`src/hw/rtl/dsm_pkg.sv`:
```
// Package for the vector distance block: widths, codes, FSM state type and
// the control structs shared between the sequencer and its arithmetic units.
// No dependencies.
package dsm_pkg;

  localparam int MAX_DIM = 1024;
  localparam int CNT_W   = $clog2(MAX_DIM + 1);

  localparam int ELEM_W = 16;
  localparam int OP_W   = ELEM_W + 1;
  localparam int PROD_W = 2 * OP_W;

  // Accumulators are sized for vectors of up to 4096 elements
  localparam int DOT_W  = 44;
  localparam int NORM_W = 43;
  localparam int DIFF_W = 45;
  localparam int DIST_W = 43;

  localparam int ALU_W    = 2 * NORM_W;
  localparam int ROOT_W   = ALU_W / 2;
  localparam int REM_W    = ROOT_W + 3;
  localparam int FRAC_COS = 30;
  localparam int QUO_W    = FRAC_COS + 1;
  localparam int ITER_W   = $clog2(ROOT_W);
  localparam int STEP_W   = 3;
  localparam int ADDR_W   = 3;
  localparam int DATA_W   = 32;

  localparam logic [STEP_W-1:0] STEP_FIN = 3'd5;

  localparam logic [1:0] MET_EUCLID = 2'd0;
  localparam logic [1:0] MET_DOT    = 2'd1;
  localparam logic [1:0] MET_COS    = 2'd2;

  localparam logic [1:0] STAT_OK       = 2'd0;
  localparam logic [1:0] STAT_MISMATCH = 2'd1;
  localparam logic [1:0] STAT_TOO_LONG = 2'd2;

  localparam logic REG_METRIC = 1'b0;

  localparam logic [DIST_W-1:0] ONE_Q30 = DIST_W'(1) << FRAC_COS;
  localparam logic [QUO_W-1:0]  QUO_ONE = QUO_W'(1) << FRAC_COS;

  localparam logic signed [DIST_W+1:0] SAT_HI = (DIST_W + 2)'((64'sd1 <<< (DIST_W - 1)) - 1);
  localparam logic signed [DIST_W+1:0] SAT_LO = -(DIST_W + 2)'(64'sd1 <<< (DIST_W - 1));

  typedef enum logic [2:0] {
    S_IDLE,
    S_MAC,
    S_PMUL,
    S_SQRT,
    S_DIV,
    S_EMIT
  } state_t;

  typedef struct packed {
    logic sub;
  } alu_ctrl_t;

  typedef struct packed {
    logic ge;
  } alu_flag_t;

endpackage

```
`src/hw/rtl/dsm_mul.sv`:
```
// Shared signed 17x17 multiplier with registered product.
// Depends on dsm_pkg.
module dsm_mul import dsm_pkg::*; (
  input  logic                     clk,
  input  logic signed [OP_W-1:0]   op_x,
  input  logic signed [OP_W-1:0]   op_y,
  output logic signed [PROD_W-1:0] prod
);

  logic signed [PROD_W-1:0] prod_r;

  always_ff @(posedge clk) begin
    prod_r <= op_x * op_y;
  end

  assign prod = prod_r;

endmodule

```
`src/hw/rtl/dsm_alu.sv`:
```
// Shared wide add/subtract unit: accumulation, shift-add multiply, root and
// divide steps all run through it. Depends on dsm_pkg.
module dsm_alu import dsm_pkg::*; (
  input  alu_ctrl_t          ctrl,
  input  logic [ALU_W-1:0]   opa,
  input  logic [ALU_W-1:0]   opb,
  output logic [ALU_W-1:0]   res,
  output alu_flag_t          flag
);

  logic [ALU_W:0] sum;

  // carry out of a subtract means opa >= opb
  assign sum = {1'b0, opa} + {1'b0, (ctrl.sub ? ~opb : opb)}
             + {{ALU_W{1'b0}}, ctrl.sub};

  assign res     = sum[ALU_W-1:0];
  assign flag.ge = sum[ALU_W];

endmodule

```
`src/hw/rtl/vector_distance_metrics.sv`:
```
// Vector distance block. Element pairs stream in; when both last flags are
// set, one distance comes out under the metric register. An element pair
// is accepted in S_IDLE; then in S_MAC one shared multiplier forms the four
// products in turn and the shared adder folds each into its accumulator,
// and no new pair is taken until that ends. At a vector's end the inner
// product adds nothing, Euclidean adds 43 root steps, and cosine 43
// shift-add multiply steps, 43 root steps and 31 divide steps, all on the
// shared adder (a zero norm skips them); then S_EMIT loads the output
// register, waiting while out_stall holds back the previous word. Errors
// (mismatched last flags, vector too long) go straight to S_EMIT.
module vector_distance_metrics import dsm_pkg::*; (
  input  logic                     clk,
  input  logic                     rst_n,
  input  logic                     in_valid,
  output logic                     in_stall,
  input  logic signed [ELEM_W-1:0] in_elem_a,
  input  logic signed [ELEM_W-1:0] in_elem_b,
  input  logic                     in_last_a,
  input  logic                     in_last_b,
  output logic                     out_valid,
  input  logic                     out_stall,
  output logic signed [DIST_W-1:0] out_distance,
  output logic [1:0]               out_status,
  input  logic                     psel,
  input  logic                     penable,
  input  logic                     pwrite,
  input  logic [ADDR_W-1:0]        paddr,
  input  logic [DATA_W-1:0]        pwdata,
  output logic [DATA_W-1:0]        prdata,
  output logic                     pready
);

  state_t state_r, state_nxt;

  logic [1:0]               metric_r;
  logic [STEP_W-1:0]        step_r, step_nxt;
  logic [ITER_W-1:0]        it_r, it_nxt;
  logic signed [ELEM_W-1:0] a_r, a_nxt, b_r, b_nxt;
  logic                     last_r, last_nxt;
  logic [DOT_W-1:0]         dot_r, dot_nxt;
  logic [NORM_W-1:0]        na_r, na_nxt, nb_r, nb_nxt;
  logic [DIFF_W-1:0]        df_r, df_nxt;
  logic [CNT_W-1:0]         cnt_r, cnt_nxt;
  logic [ALU_W-1:0]         sq_r, sq_nxt;
  logic [ROOT_W-1:0]        root_r, root_nxt;
  logic [REM_W-1:0]         rem_r, rem_nxt;
  logic [QUO_W-1:0]         quo_r, quo_nxt;
  logic [DIST_W-1:0]        res_dist_r, res_dist_nxt;
  logic [1:0]               res_stat_r, res_stat_nxt;
  logic                     out_valid_r, out_valid_nxt;
  logic [DIST_W-1:0]        out_dist_r, out_dist_nxt;
  logic [1:0]               out_stat_r, out_stat_nxt;

  logic                     in_acc;
  logic                     too_long;
  logic                     mismatch;
  logic                     out_free;
  logic signed [OP_W-1:0]   mul_x, mul_y, diff_ab;
  logic signed [PROD_W-1:0] prod;
  alu_ctrl_t                alu_ctrl;
  alu_flag_t                alu_flag;
  logic [ALU_W-1:0]         alu_a, alu_b, alu_res;
  logic [DOT_W-1:0]         mag;
  logic                     dot_neg;
  logic signed [DIST_W+1:0] neg_dot;
  logic [REM_W-1:0]         rem_sh_sq, rem_sh_dv, trial;
  logic [QUO_W-1:0]         quo_cl;
  logic [ALU_W-1:0]         prod_ext;

  dsm_mul u_mul (
    .clk  (clk),
    .op_x (mul_x),
    .op_y (mul_y),
    .prod (prod)
  );

  dsm_alu u_alu (
    .ctrl (alu_ctrl),
    .opa  (alu_a),
    .opb  (alu_b),
    .res  (alu_res),
    .flag (alu_flag)
  );

  // config port
  assign pready = 1'b1;
  assign prdata = (paddr[ADDR_W-1] == REG_METRIC) ? {{(DATA_W-2){1'b0}}, metric_r} : '0;

  always_ff @(posedge clk) begin
    if (!rst_n) begin
      metric_r <= MET_EUCLID;
    end else if (psel && penable && pwrite && pready && paddr[ADDR_W-1] == REG_METRIC) begin
      metric_r <= pwdata[1:0];
    end
  end

  assign in_stall = (state_r != S_IDLE);
  assign in_acc   = in_valid && !in_stall;
  assign too_long = (cnt_r >= CNT_W'(MAX_DIM));
  assign mismatch = (in_last_a != in_last_b);
  assign out_free = !out_valid_r || !out_stall;

  assign diff_ab  = OP_W'(a_r) - OP_W'(b_r);
  assign dot_neg  = dot_r[DOT_W-1];
  assign mag      = dot_neg ? (DOT_W'(0) - dot_r) : dot_r;
  assign neg_dot  = -$signed({{2{dot_r[DOT_W-1]}}, dot_r[DIST_W-1:0]});
  assign prod_ext = {{(ALU_W-PROD_W){prod[PROD_W-1]}}, prod};

  assign rem_sh_sq = {rem_r[REM_W-3:0], sq_r[ALU_W-1 -: 2]};
  assign trial     = {1'b0, root_r, 2'b01};
  assign rem_sh_dv = {rem_r[REM_W-2:0], (it_r == ITER_W'(QUO_W - 1)) ? mag[0] : 1'b0};

  // multiplier operand select
  always_comb begin
    case (step_r)
      3'd1:    begin mul_x = OP_W'(a_r); mul_y = OP_W'(a_r); end
      3'd2:    begin mul_x = OP_W'(b_r); mul_y = OP_W'(b_r); end
      3'd3:    begin mul_x = diff_ab;    mul_y = diff_ab;    end
      default: begin mul_x = OP_W'(a_r); mul_y = OP_W'(b_r); end
    endcase
  end

  // next state
  always_comb begin
    state_nxt = state_r;
    unique case (state_r)
      S_IDLE: begin
        if (in_acc) begin
          state_nxt = (too_long || mismatch) ? S_EMIT : S_MAC;
        end
      end
      S_MAC: begin
        if (step_r == STEP_FIN) begin
          if (!last_r) begin
            state_nxt = S_IDLE;
          end else if (metric_r == MET_DOT) begin
            state_nxt = S_EMIT;
          end else if (metric_r == MET_COS) begin
            state_nxt = (na_r == '0 || nb_r == '0) ? S_EMIT : S_PMUL;
          end else begin
            state_nxt = S_SQRT;
          end
        end
      end
      S_PMUL: begin
        if (it_r == '0) state_nxt = S_SQRT;
      end
      S_SQRT: begin
        if (it_r == '0) begin
          state_nxt = (metric_r == MET_COS && root_nxt != '0) ? S_DIV : S_EMIT;
        end
      end
      S_DIV: begin
        if (it_r == '0) state_nxt = S_EMIT;
      end
      S_EMIT: begin
        if (out_free) state_nxt = S_IDLE;
      end
      default: state_nxt = S_IDLE;
    endcase
  end

  // datapath and outputs
  always_comb begin
    step_nxt     = step_r;
    it_nxt       = it_r;
    a_nxt        = a_r;
    b_nxt        = b_r;
    last_nxt     = last_r;
    dot_nxt      = dot_r;
    na_nxt       = na_r;
    nb_nxt       = nb_r;
    df_nxt       = df_r;
    cnt_nxt      = cnt_r;
    sq_nxt       = sq_r;
    root_nxt     = root_r;
    rem_nxt      = rem_r;
    quo_nxt      = quo_r;
    res_dist_nxt = res_dist_r;
    res_stat_nxt = res_stat_r;
    out_valid_nxt = out_valid_r && out_stall;
    out_dist_nxt = out_dist_r;
    out_stat_nxt = out_stat_r;
    alu_ctrl.sub = 1'b0;
    alu_a        = '0;
    alu_b        = '0;
    quo_cl       = '0;

    unique case (state_r)
      S_IDLE: begin
        if (in_acc) begin
          a_nxt    = in_elem_a;
          b_nxt    = in_elem_b;
          last_nxt = in_last_a;
          step_nxt = '0;
          res_dist_nxt = '0;
          res_stat_nxt = too_long ? STAT_TOO_LONG : STAT_MISMATCH;
        end
      end
      S_MAC: begin
        step_nxt = step_r + STEP_W'(1);
        alu_b    = prod_ext;
        // fold the product from the previous step
        case (step_r)
          3'd1: begin
            alu_a   = {{(ALU_W-DOT_W){dot_r[DOT_W-1]}}, dot_r};
            dot_nxt = alu_res[DOT_W-1:0];
          end
          3'd2: begin
            alu_a  = ALU_W'(na_r);
            na_nxt = alu_res[NORM_W-1:0];
          end
          3'd3: begin
            alu_a  = ALU_W'(nb_r);
            nb_nxt = alu_res[NORM_W-1:0];
          end
          3'd4: begin
            alu_a  = ALU_W'(df_r);
            df_nxt = alu_res[DIFF_W-1:0];
          end
          default: begin
            alu_a = '0;
          end
        endcase
        if (step_r == STEP_FIN) begin
          cnt_nxt      = cnt_r + CNT_W'(1);
          res_stat_nxt = STAT_OK;
          if (metric_r == MET_DOT) begin
            if (neg_dot > SAT_HI) begin
              res_dist_nxt = SAT_HI[DIST_W-1:0];
            end else if (neg_dot < SAT_LO) begin
              res_dist_nxt = SAT_LO[DIST_W-1:0];
            end else begin
              res_dist_nxt = neg_dot[DIST_W-1:0];
            end
          end else if (metric_r == MET_COS) begin
            res_dist_nxt = ONE_Q30;
            sq_nxt       = '0;
            it_nxt       = ITER_W'(NORM_W - 1);
          end else begin
            sq_nxt   = ALU_W'(df_r);
            root_nxt = '0;
            rem_nxt  = '0;
            it_nxt   = ITER_W'(ROOT_W - 1);
          end
        end
      end
      S_PMUL: begin
        alu_a  = {sq_r[ALU_W-2:0], 1'b0};
        alu_b  = nb_r[it_r] ? ALU_W'(na_r) : '0;
        sq_nxt = alu_res;
        it_nxt = it_r - ITER_W'(1);
        if (it_r == '0) begin
          root_nxt = '0;
          rem_nxt  = '0;
          it_nxt   = ITER_W'(ROOT_W - 1);
        end
      end
      S_SQRT: begin
        alu_ctrl.sub = 1'b1;
        alu_a  = ALU_W'(rem_sh_sq);
        alu_b  = ALU_W'(trial);
        sq_nxt = {sq_r[ALU_W-3:0], 2'b00};
        it_nxt = it_r - ITER_W'(1);
        if (alu_flag.ge) begin
          rem_nxt  = alu_res[REM_W-1:0];
          root_nxt = {root_r[ROOT_W-2:0], 1'b1};
        end else begin
          rem_nxt  = rem_sh_sq;
          root_nxt = {root_r[ROOT_W-2:0], 1'b0};
        end
        if (it_r == '0) begin
          if (metric_r == MET_COS) begin
            // root_nxt is the denominator
            rem_nxt = REM_W'(mag >> 1);
            quo_nxt = '0;
            it_nxt  = ITER_W'(QUO_W - 1);
          end else begin
            res_dist_nxt = DIST_W'(root_nxt);
          end
        end
      end
      S_DIV: begin
        alu_ctrl.sub = 1'b1;
        alu_a   = ALU_W'(rem_sh_dv);
        alu_b   = ALU_W'(root_r);
        rem_nxt = alu_flag.ge ? alu_res[REM_W-1:0] : rem_sh_dv;
        quo_nxt = {quo_r[QUO_W-2:0], alu_flag.ge};
        it_nxt  = it_r - ITER_W'(1);
        quo_cl  = (quo_nxt > QUO_ONE) ? QUO_ONE : quo_nxt;
        if (it_r == '0) begin
          res_dist_nxt = dot_neg ? (ONE_Q30 + DIST_W'(quo_cl)) : (ONE_Q30 - DIST_W'(quo_cl));
        end
      end
      S_EMIT: begin
        // accumulators are done with; clear for the next vectors
        dot_nxt = '0;
        na_nxt  = '0;
        nb_nxt  = '0;
        df_nxt  = '0;
        cnt_nxt = '0;
        if (out_free) begin
          out_valid_nxt = 1'b1;
          out_dist_nxt  = res_dist_r;
          out_stat_nxt  = res_stat_r;
        end
      end
      default: begin
        step_nxt = '0;
      end
    endcase
  end

  always_ff @(posedge clk) begin
    if (!rst_n) begin
      state_r     <= S_IDLE;
      out_valid_r <= 1'b0;
      step_r      <= '0;
      it_r        <= '0;
      dot_r       <= '0;
      na_r        <= '0;
      nb_r        <= '0;
      df_r        <= '0;
      cnt_r       <= '0;
    end else begin
      state_r     <= state_nxt;
      out_valid_r <= out_valid_nxt;
      step_r      <= step_nxt;
      it_r        <= it_nxt;
      dot_r       <= dot_nxt;
      na_r        <= na_nxt;
      nb_r        <= nb_nxt;
      df_r        <= df_nxt;
      cnt_r       <= cnt_nxt;
    end
  end

  always_ff @(posedge clk) begin
    a_r        <= a_nxt;
    b_r        <= b_nxt;
    last_r     <= last_nxt;
    sq_r       <= sq_nxt;
    root_r     <= root_nxt;
    rem_r      <= rem_nxt;
    quo_r      <= quo_nxt;
    res_dist_r <= res_dist_nxt;
    res_stat_r <= res_stat_nxt;
    out_dist_r <= out_dist_nxt;
    out_stat_r <= out_stat_nxt;
  end

  assign out_valid    = out_valid_r;
  assign out_distance = out_dist_r;
  assign out_status   = out_stat_r;

  a_cnt_bound: assert property (@(posedge clk) disable iff (!rst_n)
    cnt_r <= CNT_W'(MAX_DIM))
    else $error("element count above limit");

  a_mismatch: assert property (@(posedge clk) disable iff (!rst_n)
    (in_acc && mismatch && !too_long) |=>
      (state_r == S_EMIT && res_stat_r == STAT_MISMATCH))
    else $error("mismatched last flags not flagged");

  a_err_zero: assert property (@(posedge clk) disable iff (!rst_n)
    (out_valid && out_status != STAT_OK) |-> (out_distance == '0))
    else $error("error word with nonzero distance");

endmodule

```
`config.mk`:
```
export PLATFORM = sky130hd
export DESIGN_NAME = vector_distance_metrics
export DESIGN_NICKNAME = d
export VERILOG_FILES = /design/src/hw/rtl/dsm_pkg.sv /design/src/hw/rtl/dsm_mul.sv /design/src/hw/rtl/dsm_alu.sv /design/src/hw/rtl/vector_distance_metrics.sv
export SDC_FILE = /design/constraint.sdc
export NUM_CORES = 2
export LEC_CHECK = 0
export ABC_AREA = 1
export BUFFER_PORTS_ARGS = -buffer_cell sky130_fd_sc_hd__buf_4
export CORE_MARGIN = 8
export CORE_UTILIZATION = 55
export DETAILED_ROUTE_END_ITERATION = 12
export PLACE_DENSITY = 0.69
export SYNTH_ARGS = -nofsm -noshare
export SYNTH_HDL_FRONTEND = slang
export SYNTH_SLANG_ARGS = --single-unit
```
`constraint.sdc`:
```
create_clock -name clk -period 22.9 [get_ports clk]
set_clock_uncertainty 0.05 [all_clocks]
set_input_delay 4.58 -clock clk [delete_from_list [all_inputs] [get_ports clk]]
set_output_delay 4.58 -clock clk [all_outputs]
set_load 0.01 [all_outputs]
```
# After elaboration in Yosys (flattened, before gate mapping)
# Cells that the tools add are included.
# classes
n_bitwise,3
n_lt_le_gt_ge,5
n_eq_ne,29
n_mux,84
addsub,10
mul,1
reduce_logical,41
# ops
op,n
86-bit case mux with 4 select lines,3
43-bit two-way mux,17
45-bit two-way mux,10
86-bit two-way mux,3
86-bit case mux with 3 select lines,1
45-bit case mux with 4 select lines,1
43-bit case mux with 2 select lines,2
43-bit case mux with 4 select lines,1
43-bit case mux with 3 select lines,1
45-bit case mux with 2 select lines,1
44-bit two-way mux,2
44-bit case mux with 2 select lines,1
86-bit by 86-bit adder with 87-bit output,1
87-bit by 1-bit adder with 87-bit output,1
43-bit logical NOT,2
86-bit NOT,1
17-bit case mux with 2 select lines,2
30-bit two-way mux,2
30-bit case mux with 2 select lines,1
45-bit by 43-bit > comparator with 1-bit output (second input constant),1
45-bit by 43-bit less-than comparator with 1-bit output (second input constant),1
44-bit negator with 45-bit output,1
1-bit by 44-bit subtractor with 44-bit output (first input constant),1
43-bit nonzero test,1
48 further kinds,115
# word_totals
ff_bits,562
out_inout_bits,80
word_cells,195
in_bits,76

# Depth between registers and ports, before layout
# logic_depth
word_depth,15
depth_mapped,46
depth_no_buf,45

# Cells and area by module
# A second synthesis with hierarchy kept.
# hier_totals
cells_unflattened,7834
hier_area_um2,52819.4
# modules_own_cells
module,area_per_inst_um2,cells_per_inst,instances,seq_area_each_um2
vector_distance_metrics,30748.2,4241,1,13412.9
dsm_mul,12781.0,1683,1,680.7
dsm_alu,9290.2,1910,1,0.0

# Worst setup path after synthesis
# Ideal clock, no wire load.
# synth_path
kind,input port to output port
from,in paddr[2]
to,out prdata[0]
cell_stages,1
t_required_ns,18.270
t_arrival_ns,4.749
path_slack_ns,13.521
n_path_buf,0
cell_sequence,nor2_1
# synth_between
elab_chain_cells,1
# synth_lines
item,line,text
from (decl),vector_distance_metrics.sv:27,"input logic [ADDR_W-1:0] paddr,"
2-bit two-way mux,vector_distance_metrics.sv:87,"assign prdata = (paddr[ADDR_W-1] == REG_METRIC) ? {{(DATA_W-2){1'b0}}, metric_r} : '0;"
to (decl),vector_distance_metrics.sv:29,"output logic [DATA_W-1:0] prdata,"
# Every way passes these cells.

# Worst setup path after layout
# Same ends and word-level chain as after synthesis.

==> run_results.csv <==
group,metric,value,unit
run_status,status,"completed",
synth,synth_area_leaders,"edfxtp_1 (18%), fa_1 (13%), dfxtp_1 (12%)",
clock_tree,cts_hold_buffers,0,
global_route,grt_start_max_net_pins,135,
timing,min_period_over_period,41.8,%
place,port_buffers,92,
layout,num-nets-final,6916,
global_route,antenna_found_initial,4,
synth,synth_enable_flop_cells,284,
detailed_routing,antenna_left,0,
global_route,track_usage,36.0,%
synth,ys_types,70,
floorplan,dieHeight,309,um
clock_tree,cts_tree,"built",
layout,syn_to_final_growth,8.38,%
synth,synth_common_cells,"nand2_1 (1,206), inv_1 (1,019), nor2_1 (707)",
detailed_routing,vias,45466,
critical_path,critPathMaxFanout,3,
critical_path,path_buf_inv,2,
floorplan,fp-row-count,107,
detailed_routing,wl_per_cell,23.3,um
timing,setup_violations,0,
clock_tree,cts.sinks,562,
floorplan,pin_count,156,
hold_path,hp-class,"register to register",
global_route,met3_usage,11.2,%
synth,synth_area_leader_cell,"edfxtp_1",
global_route,met1_usage,47.2,%
detailed_routing,routed_wl,176000,um
clock_tree,htree_num_levels,3,
layout,final_area,0.0513,mm2
critical_path,critPathTopFamily,"buffers and inverters",
timing,drv_slew,0,
timing,hold_viol_final,0,
synth,syn_inst,6374,
job,maxCapViolations,0,
clock_tree,cts_setup_buffers,0,
timing,setup_tns,0,ns
critical_path,crit_slowest_cell,"buf_4",
place,place_congestion,1.04,
global_route,overflow,0,
timing,fmax,0.104,GHz
critical_path,path_class,"input pin to output port",
synth,synth_top_flop_cell,"edfxtp_1",
synth,post-synth-top-count-cell,"nand2_1",
global_route,grt_pass1_vias,43438,
floorplan,floorplan.initialDensity,55.5,%
clock_tree,clock_latency,0.67,ns
clock_tree,clock_path_buffers,3,
detailed_routing,vias_per_cell,6.03,
timing,fin_hold_ws,0.352,ns
clock_tree,path_clk_slew,0.06,ns
timing,tightest_slew,1.30,ns
timing,rsz0062_at_grt,"no",
detailed_routing,dr.pass1.iters,8,
global_route,use_met2,52.2,%
critical_path,cp_data_arrival_time,4.94,ns
synth,netlist_area,0.0473,mm2
floorplan,dieArea,0.0957,mm2
synth,synth_top_area_share,18.0,%
clock_tree,ctsResizeCount,0,
timing,timing.slew.headroom,12.7,%
clock_tree,cts_buffers,67,
synth,yosys_warnings,0,
critical_path,crit_top_cell,"buf_4",
floorplan,fp.coreArea,0.0853,mm2
synth,postSynthAreaPerCell,7.42,um2
timing,period_needed,9.57,ns
detailed_routing,route.detailed.drc,0,
critical_path,required,18.27,ns
place,dp_hpwl,132000,um
global_route,grt_pass1_wl,263000,um
critical_path,worst_setup_path_end_kind,"output port",
synth,ys_ff_latch,562,
floorplan,die_w,309,um
layout,drive_above_1_share,6.15,%
place,placed_area,0.0489,mm2
critical_path,start_kind,"input pin",
detailed_routing,dr.first_iter.drc_count,5810,
synth,yosysSeqAreaShare,29.8,%
critical_path,cp_slowest_stage_delay,0.13,ns
critical_path,cp_cell_sequence,"buf_4, nor2_1, buf_4",
synth,synth-async-reset-ratio,0,%
global_route,grt_busiest_layer,"met2",
clock_tree,cts_root_buf,"clkbuf_16",
-- routing by layer --
layer / vias to the layer above / routed length (um)
met5: - / 13
met2: 2810 / 71600
met1: 21236 / 69100
li1: 20837 / -
met4: 2 / 12400
met3: 581 / 22700
-- sequential cells by signal, summed over array words and instances, names as in the netlist, 30 cells and up --
| name | count |
|---|---|
| df_r | 45 |
| dot_r | 44 |
| na_r | 43 |
| nb_r | 43 |
| out_distance | 43 |
| quo_r | 30 |
| rem_r | 45 |
| res_dist_r | 43 |
| root_r | 43 |
| sq_r | 86 |
| u_mul.prod | 34 |
-- logic make-up after synthesis --
family / share of synthesized area, %
and+or+nand+nor: 20.6
buffers and inverters: 11.1
xor gates and xnor gates: 2.37
AOI/OAI and AO/OA: 18.2
DFF: 29.8
adders and majority gates: 17.9
other: 0.0159
-- worst paths after layout --
path                           end  slack (ns)  depth (start not counted)           start
hold reg to reg   out_distance[21]        0.35                          0  res_dist_r[21]
hold / removal    out_distance[21]        0.35                          0  res_dist_r[21]
setup / recovery         prdata[0]       13.33                          3        paddr[2]
setup reg to reg    u_mul.prod[31]       13.58                         33       step_r[0]
-- cells in the final DEF (no fill, tap or decap), types with 22 or more instances in the layout --
cell type,netlist,routed
a21oi_1,517,514
a22oi_1,26,26
a31oi_1,37,37
buf_4,33,162
clkbuf_16,0,74
conb_1,2,31
dfxtp_1,278,276
edfxtp_1,284,284
fa_1,298,298
ha_1,201,201
inv_1,1019,1016
nand2_1,1206,1205
nand2_2,23,23
nand3_1,215,214
nand4_1,52,52
nor2_1,707,696
nor3_1,39,39
nor4_1,30,30
o2111ai_1,33,33
o211ai_1,73,73
o21a_1,24,24
o21ai_0,491,490
o21ai_1,62,63
o221ai_1,22,22
o22ai_1,79,79
o311ai_0,37,37
xnor2_1,37,37
xor2_1,75,75
-- through the flow --
step                      utilization (%)  worst slack (ns)  instances
after floorplan                         -             13.52       6403
after global placement               57.4             13.35       7416
after detailed placement             57.4             13.32       7416
after CTS                            60.1             13.31       7539
after global routing                 60.1             12.89       7539
final                                60.1             13.33       7544
-- worst register-to-register path: cells and delay by family (launching register included) --
family	cells	cell delay (ns)
AOI/OAI and AO/OA	7	1.69
xor gates and xnor gates	1	0.18
adders and majority gates	9	3.52
buffers and inverters	8	1.34
DFF	1	0.38
and+or+nand+nor	8	2.03
-- area by class of cell --
type / count / area, um2
Fill cell: 7997 / 34000
Multi-Input combinational cell: 4497 / 28200
Sequential cell: 562 / 14100
Inverter: 1049 / 3950
Clock buffer: 91 / 1950
Tap cell: 1144 / 1430
Timing Repair Buffer: 164 / 1260
Clock inverter: 32 / 415
Antenna cell: 5 / 12.5
Power is not shown: default switching activity piles up to over one toggle a cycle in this logic, so the estimate is an artifact.
